$ cat src/rtl/core/cxp_pkg.sv
// Shared constants and controller/datapath command and status types.
`default_nettype none
package cxp_pkg;

  localparam int DEF_MAX_POSITIONS = 64;
  localparam int DEF_ID_BITS       = 16;

  // Fixed field widths of the request and result channels
  localparam int FIELD_W  = 16;
  localparam int WEIGHT_W = 16;

  // Value shown for a child slot that no cycle filled
  localparam logic [FIELD_W-1:0] EMPTY_FIELD = '1;

  // Commands from controller to datapath
  typedef struct packed {
    logic load_we;      // store one position of both parents
    logic clear_flags;  // clear used and filled bits for a new run
    logic p1_re;        // read first parent at current position
    logic p2_re;        // read second parent at scan address
    logic wr_hit;       // matched: write both children, mark both used
    logic wr_miss;      // unmatched: write one child, mark first used
    logic parity;       // current cycle parity
    logic c_re;         // read both children at emit address
  } cxp_cmd_t;

  // Status from datapath to controller
  typedef struct packed {
    logic p1_used_start;  // first parent used at start position
    logic p1_used_m;      // first parent used at scan position
    logic p2_hit;         // scan entry unused and ids equal
  } cxp_stat_t;

endpackage
`default_nettype wire

$ cat src/rtl/core/cxp_ctrl.sv
// Controller: load counting, cycle walk sequencing and result emission.
`default_nettype none
module cxp_ctrl #(
  parameter int MAX_POSITIONS = cxp_pkg::DEF_MAX_POSITIONS
) (
  input  logic                                  clk,
  input  logic                                  rst_n,
  input  logic                                  in_valid,
  input  logic                                  in_final,
  output logic                                  in_ready,
  output logic                                  out_valid,
  input  logic                                  out_ready,
  output logic                                  out_final,
  output logic                                  out_mismatch,
  output cxp_pkg::cxp_cmd_t                     cmd,
  input  cxp_pkg::cxp_stat_t                    stat,
  output logic [$clog2(MAX_POSITIONS)-1:0]      load_idx,
  output logic [$clog2(MAX_POSITIONS)-1:0]      pos_idx,
  output logic [$clog2(MAX_POSITIONS)-1:0]      m_idx,
  output logic [$clog2(MAX_POSITIONS)-1:0]      scan_idx,
  output logic [$clog2(MAX_POSITIONS)-1:0]      start_idx,
  output logic [$clog2(MAX_POSITIONS)-1:0]      emit_idx
);
  import cxp_pkg::*;

  localparam int IDX_W = $clog2(MAX_POSITIONS);
  localparam int CNT_W = $clog2(MAX_POSITIONS + 1);

  typedef enum logic [2:0] {
    ST_LOAD,
    ST_START,
    ST_READ,
    ST_SCAN,
    ST_EM_RD,
    ST_EM_OUT
  } state_t;

  state_t           state_r, state_nxt;
  logic [CNT_W-1:0] count_r, count_nxt;
  logic [CNT_W-1:0] n_r, n_nxt;
  logic [CNT_W-1:0] start_r, start_nxt;
  logic [IDX_W-1:0] pos_r, pos_nxt;
  logic [IDX_W-1:0] m_r, m_nxt;
  logic [IDX_W-1:0] k_r, k_nxt;
  logic             parity_r, parity_nxt;
  logic             bad_r, bad_nxt;
  logic             in_ready_r, in_ready_nxt;
  logic             out_valid_r, out_valid_nxt;
  logic             final_r, final_nxt;

  logic             in_acc, out_acc;
  logic [CNT_W-1:0] n_last;

  assign in_acc = in_valid && in_ready_r;
  assign out_acc = out_valid_r && out_ready;
  assign n_last = n_r - CNT_W'(1);

  // Next state and commands
  always_comb begin
    state_nxt     = state_r;
    count_nxt     = count_r;
    n_nxt         = n_r;
    start_nxt     = start_r;
    pos_nxt       = pos_r;
    m_nxt         = m_r;
    k_nxt         = k_r;
    parity_nxt    = parity_r;
    bad_nxt       = bad_r;
    in_ready_nxt  = in_ready_r;
    out_valid_nxt = out_valid_r;
    final_nxt     = final_r;
    cmd           = '0;
    cmd.parity    = parity_r;

    case (state_r)
      // Store positions; the final request starts the walk
      ST_LOAD: begin
        if (in_acc) begin
          if (count_r < CNT_W'(MAX_POSITIONS)) begin
            cmd.load_we = 1'b1;
            count_nxt   = count_r + CNT_W'(1);
          end
          if (in_final) begin
            n_nxt           = count_nxt;
            cmd.clear_flags = 1'b1;
            parity_nxt      = 1'b0;
            bad_nxt         = 1'b0;
            start_nxt       = '0;
            in_ready_nxt    = 1'b0;
            state_nxt       = ST_START;
          end
        end
      end
      // Find the lowest first-parent position not yet used
      ST_START: begin
        if (start_r == n_r) begin
          k_nxt     = '0;
          state_nxt = ST_EM_RD;
        end else if (stat.p1_used_start) begin
          start_nxt = start_r + CNT_W'(1);
        end else begin
          pos_nxt   = start_r[IDX_W-1:0];
          state_nxt = ST_READ;
        end
      end
      // Fetch first parent at pos and second parent at position zero
      ST_READ: begin
        cmd.p1_re = 1'b1;
        cmd.p2_re = 1'b1;
        m_nxt     = '0;
        state_nxt = ST_SCAN;
      end
      // Linear search of the second parent, one entry per cycle
      ST_SCAN: begin
        cmd.p2_re = 1'b1;
        if (stat.p2_hit) begin
          cmd.wr_hit = 1'b1;
          pos_nxt    = m_r;
          if (stat.p1_used_m || (m_r == pos_r)) begin
            parity_nxt = ~parity_r;
            start_nxt  = start_r + CNT_W'(1);
            state_nxt  = ST_START;
          end else begin
            state_nxt = ST_READ;
          end
        end else if (CNT_W'(m_r) == n_last) begin
          // No unused match: cycle closes with a mismatch
          cmd.wr_miss = 1'b1;
          bad_nxt     = 1'b1;
          parity_nxt  = ~parity_r;
          start_nxt   = start_r + CNT_W'(1);
          state_nxt   = ST_START;
        end else begin
          m_nxt = m_r + IDX_W'(1);
        end
      end
      // Read both children at position k
      ST_EM_RD: begin
        cmd.c_re      = 1'b1;
        final_nxt     = (CNT_W'(k_r) == n_last);
        out_valid_nxt = 1'b1;
        state_nxt     = ST_EM_OUT;
      end
      // Hold the result until taken
      ST_EM_OUT: begin
        if (out_acc) begin
          out_valid_nxt = 1'b0;
          if (final_r) begin
            count_nxt    = '0;
            in_ready_nxt = 1'b1;
            state_nxt    = ST_LOAD;
          end else begin
            k_nxt     = k_r + IDX_W'(1);
            state_nxt = ST_EM_RD;
          end
        end
      end
      default: begin
        state_nxt = ST_LOAD;
      end
    endcase
  end

  // State and registered outputs
  always_ff @(posedge clk) begin
    if (!rst_n) begin
      state_r     <= ST_LOAD;
      count_r     <= '0;
      n_r         <= '0;
      start_r     <= '0;
      pos_r       <= '0;
      m_r         <= '0;
      k_r         <= '0;
      parity_r    <= 1'b0;
      bad_r       <= 1'b0;
      in_ready_r  <= 1'b1;
      out_valid_r <= 1'b0;
      final_r     <= 1'b0;
    end else begin
      state_r     <= state_nxt;
      count_r     <= count_nxt;
      n_r         <= n_nxt;
      start_r     <= start_nxt;
      pos_r       <= pos_nxt;
      m_r         <= m_nxt;
      k_r         <= k_nxt;
      parity_r    <= parity_nxt;
      bad_r       <= bad_nxt;
      in_ready_r  <= in_ready_nxt;
      out_valid_r <= out_valid_nxt;
      final_r     <= final_nxt;
    end
  end

  // Addresses to the datapath
  assign load_idx  = count_r[IDX_W-1:0];
  assign pos_idx   = pos_r;
  assign m_idx     = m_r;
  assign scan_idx  = (state_r == ST_READ) ? '0 : (m_r + IDX_W'(1));
  assign start_idx = start_r[IDX_W-1:0];
  assign emit_idx  = k_r;

  assign in_ready     = in_ready_r;
  assign out_valid    = out_valid_r;
  assign out_final    = final_r;
  assign out_mismatch = bad_r;

endmodule
`default_nettype wire

$ cat config.mk
export PLATFORM = sky130hd
export DESIGN_NAME = cxp_ctrl
export DESIGN_NICKNAME = d
export VERILOG_FILES = /design/src/rtl/core/cxp_pkg.sv /design/src/rtl/core/cxp_ctrl.sv
export SDC_FILE = /design/constraint.sdc
export NUM_CORES = 1
export LEC_CHECK = 0
export ABC_CLOCK_PERIOD_IN_PS = 4100
export BUFFER_PORTS_ARGS = -buffer_cell sky130_fd_sc_hd__buf_4
export CORE_MARGIN = 3
export CORE_UTILIZATION = 51
export DETAILED_ROUTE_END_ITERATION = 7
export GPL_TIMING_DRIVEN = 1
export PLACE_DENSITY = 0.74
export SLEW_MARGIN = 15
export SYNTH_ARGS = -nofsm -noshare
export SYNTH_HDL_FRONTEND = slang
export SYNTH_SLANG_ARGS = --single-unit
$ cat constraint.sdc
create_clock -name clk -period 4.1 [get_ports clk]
set_input_delay 0.615 -clock clk [delete_from_list [all_inputs] [get_ports clk]]
set_output_delay 0.615 -clock clk [all_outputs]
set_load 0.1 [all_outputs]
==> metrics.cfg <==
[outcome]
outcome=completed

[sta]
fin_setup_tns_ps=0
slew_headroom=0.424
hold_viol=0
clock_skew_ps=5.19
finalCritPeriodShare=0.844
report.final.setup_viol=0
rsz0062_at_grt=no
tightest_slew_ps=864
fmax_ghz=0.289
setup_slack_ps=639
finalMaxSlewViolations=0
fin_crit_ps=3460

[clocking]
cts_buffer_depth=2
cts_buffers=5
ctsResizeCount=0
insertion_delay_ps=300
clk_pin_slew_ps=80
clockRootBuffer=clkbuf_8
cts_sinks=47
cts_tree=done
ctsHoldBuffers=0
htree_levels=2
postCtsSetupBuffers=0

[power]
ir_worst_vdd_v=0.000488
pwr-share-clk=0.142
comb_power_share=0.523
power_density_nw_per_um2=537
power_switching_uw=927
power.share.switching=0.503
p_leak_nw=1.36
p_total_mw=1.84
seq_power_share=0.335
p_int_uw=916

[route]
wl_um=7580
drc=0
avgRoutedWirePerCell_um=15.8
dr.pass1.iters=5
drt_iter0_markers=138
vias_per_cell=5.90
postRouteAntennaNets=0
via_count=2830

[floorplanning]
core_um2=5640
die_area_um2=6950
fp.dieH_um=83.3
row_count=27
dieWidth_um=83.3
ios=56
start_util=0.541

[cells_and_area]
nNetsFinal=422
fill_cells=538
final_area_um2=3430
num_antenna_cells=0
drive_gt1_frac=0.174
area_delta_synth_final_pct=12.5

[setup_path]
end_kind=output port
cp-start-kind=register
setup.worst_path.class=reg2out
path_max_fanout=10
required_ps=3480
cp_data_arrival_time_ps=2850

[yosys]
syn_avg_cell_area_um2=7.94
yosys_warnings=0
synth_edf_count=0
ys_seq_elements=47
synthDistinctLibCells=57
seq_area_frac_synth=0.308
synthArstFlopShare=0
syn-instance-count=384
syn-num-nets=397
netlist_area_um2=3050
synth_ff_type=dfxtp_1

[placement]
hpwlAfterDp_um=5550
port_buffers=55
preCtsSetupSlack_ps=984
gp_congestion=0.865
placed_area_um2=3360

[grt]
grt_pass1_vias=2533
track_usage=0.220
grt_pass1_wl_um=12700
grt_max_degree=29
antenna_found_initial=0
grt_remaining_overflow=0

[flow_run]
drv_cap=0

[hold_path]
worstHoldPathType=reg2reg

-- cells in the mapped netlist, types with 2 or more instances --
| master | instances | share of area |
|---|---|---|
| a211oi_1 | 13 | 0.032 |
| a21o_1 | 3 | 0.0074 |
| a21oi_1 | 25 | 0.041 |
| a311oi_1 | 2 | 0.0057 |
| a31oi_1 | 5 | 0.010 |
| and2_1 | 2 | 0.0041 |
| and3_1 | 4 | 0.0082 |
| buf_1 | 2 | 0.0025 |
| buf_2 | 2 | 0.0033 |
| buf_4 | 14 | 0.034 |
| clkbuf_1 | 20 | 0.025 |
| dfxtp_1 | 47 | 0.31 |
| ha_1 | 5 | 0.021 |
| inv_1 | 15 | 0.018 |
| mux2i_1 | 8 | 0.026 |
| nand2_1 | 24 | 0.030 |
| nand2b_1 | 5 | 0.010 |
| nand3_1 | 19 | 0.031 |
| nand3b_1 | 3 | 0.0074 |
| nand4_1 | 6 | 0.012 |
| nor2_1 | 43 | 0.053 |
| nor2b_1 | 2 | 0.0041 |
| nor3_1 | 7 | 0.011 |
| nor3b_2 | 2 | 0.0082 |
| nor4_1 | 4 | 0.0082 |
| o211a_1 | 2 | 0.0066 |
| o211ai_1 | 4 | 0.0098 |
| o21a_1 | 2 | 0.0049 |
| o21ai_0 | 14 | 0.023 |
| o31a_1 | 2 | 0.0057 |
| o31ai_1 | 5 | 0.012 |
| or3_1 | 3 | 0.0062 |
| or4_1 | 8 | 0.020 |
| xnor2_1 | 27 | 0.078 |
| xor2_1 | 13 | 0.037 |
-- stage by stage --
step	std cells	hold WS (ps)	utilization
final	480	497	0.608
after global routing	480	506	0.608
after CTS	480	496	0.608
after detailed placement	474	484	0.595
after global placement	474	477	0.595
after floorplan	384	450	-
-- routing by layer --
layer	GRT usage	part of all wire	up-vias
li1	-	-	1414
met1	0.282	0.44	1305
met2	0.368	0.47	96
met3	0.0407	0.063	15
met4	0.0758	0.023	0
met5	0	0	-
-- final timing paths --
| path | start | to | slack [ps] | cells past startpoint |
|---|---|---|---|---|
| max | n_r[0] | cmd[2] | 640 | 8 |
| min | out_valid | out_valid | 500 | 2 |
| max reg2reg | n_r[0] | start_r[5] | 1420 | 8 |
| min reg2reg | out_valid | out_valid | 500 | 2 |
-- cells in the final DEF (no fill, tap or decap), drive strengths merged, types with 13 or more instances in the layout --
master / count
nand2: 24
nor2: 43
a211oi: 13
buf: 57
o21ai: 15
dfxtp: 47
a21oi: 25
inv: 16
xor2: 13
xnor2: 27
nand3: 19
-- power by group through the flow --
stage	sequential, mW	combinational (mW)	clock (mW)
finish	0.617	0.964	0.262
global route	0.630	1.03	0.290
CTS	0.614	0.960	0.271
detailed placement	0.625	0.958	0
global placement	0.623	0.947	0
floorplan	0.701	0.712	0
-- registers in the layout, indices dropped and copies added, names as in the netlist --
name and cells:
out_final 1, in_ready 1, start_r 7, m_idx 6, state_r 3, parity_r 1, pos_idx 6, emit_idx 6
out_mismatch 1, out_valid 1, count_r 7, n_r 7
-- critical path, cell delays in order (launching register included) --
cell     delay (ps)
dfxtp_1         490
inv_1            80
ha_1            220
xor2_1          240
xnor2_1         140
nor4_4          360
and3_1          410
nor3b_2         260
buf_4           330
-- area by class of cell --
cell class / instances / area, um2 / area share
sequential: 47 / 941 / 0.274
multi-input combinational: 281 / 1840 / 0.535
timing repair buffer: 57 / 428 / 0.125
inverter: 17 / 63.8 / 0.0186
clock buffer: 6 / 72.6 / 0.0211
tap: 72 / 90.1 / 0.0262
-- logic make-up (layout without fill, tap and decap cells) --
kind of cell / Yosys count / count (layout) / synth area share
AOI/OAI and AO/OA: 87 / 87 / 0.189
xor gates and xnor gates: 41 / 41 / 0.122
adders and majority gates: 5 / 5 / 0.0205
buffers and inverters: 56 / 80 / 0.0894
DFF: 47 / 47 / 0.308
muxes: 8 / 8 / 0.0263
and+or+nand+nor: 140 / 140 / 0.244
Power figures use the tool's default switching activity.
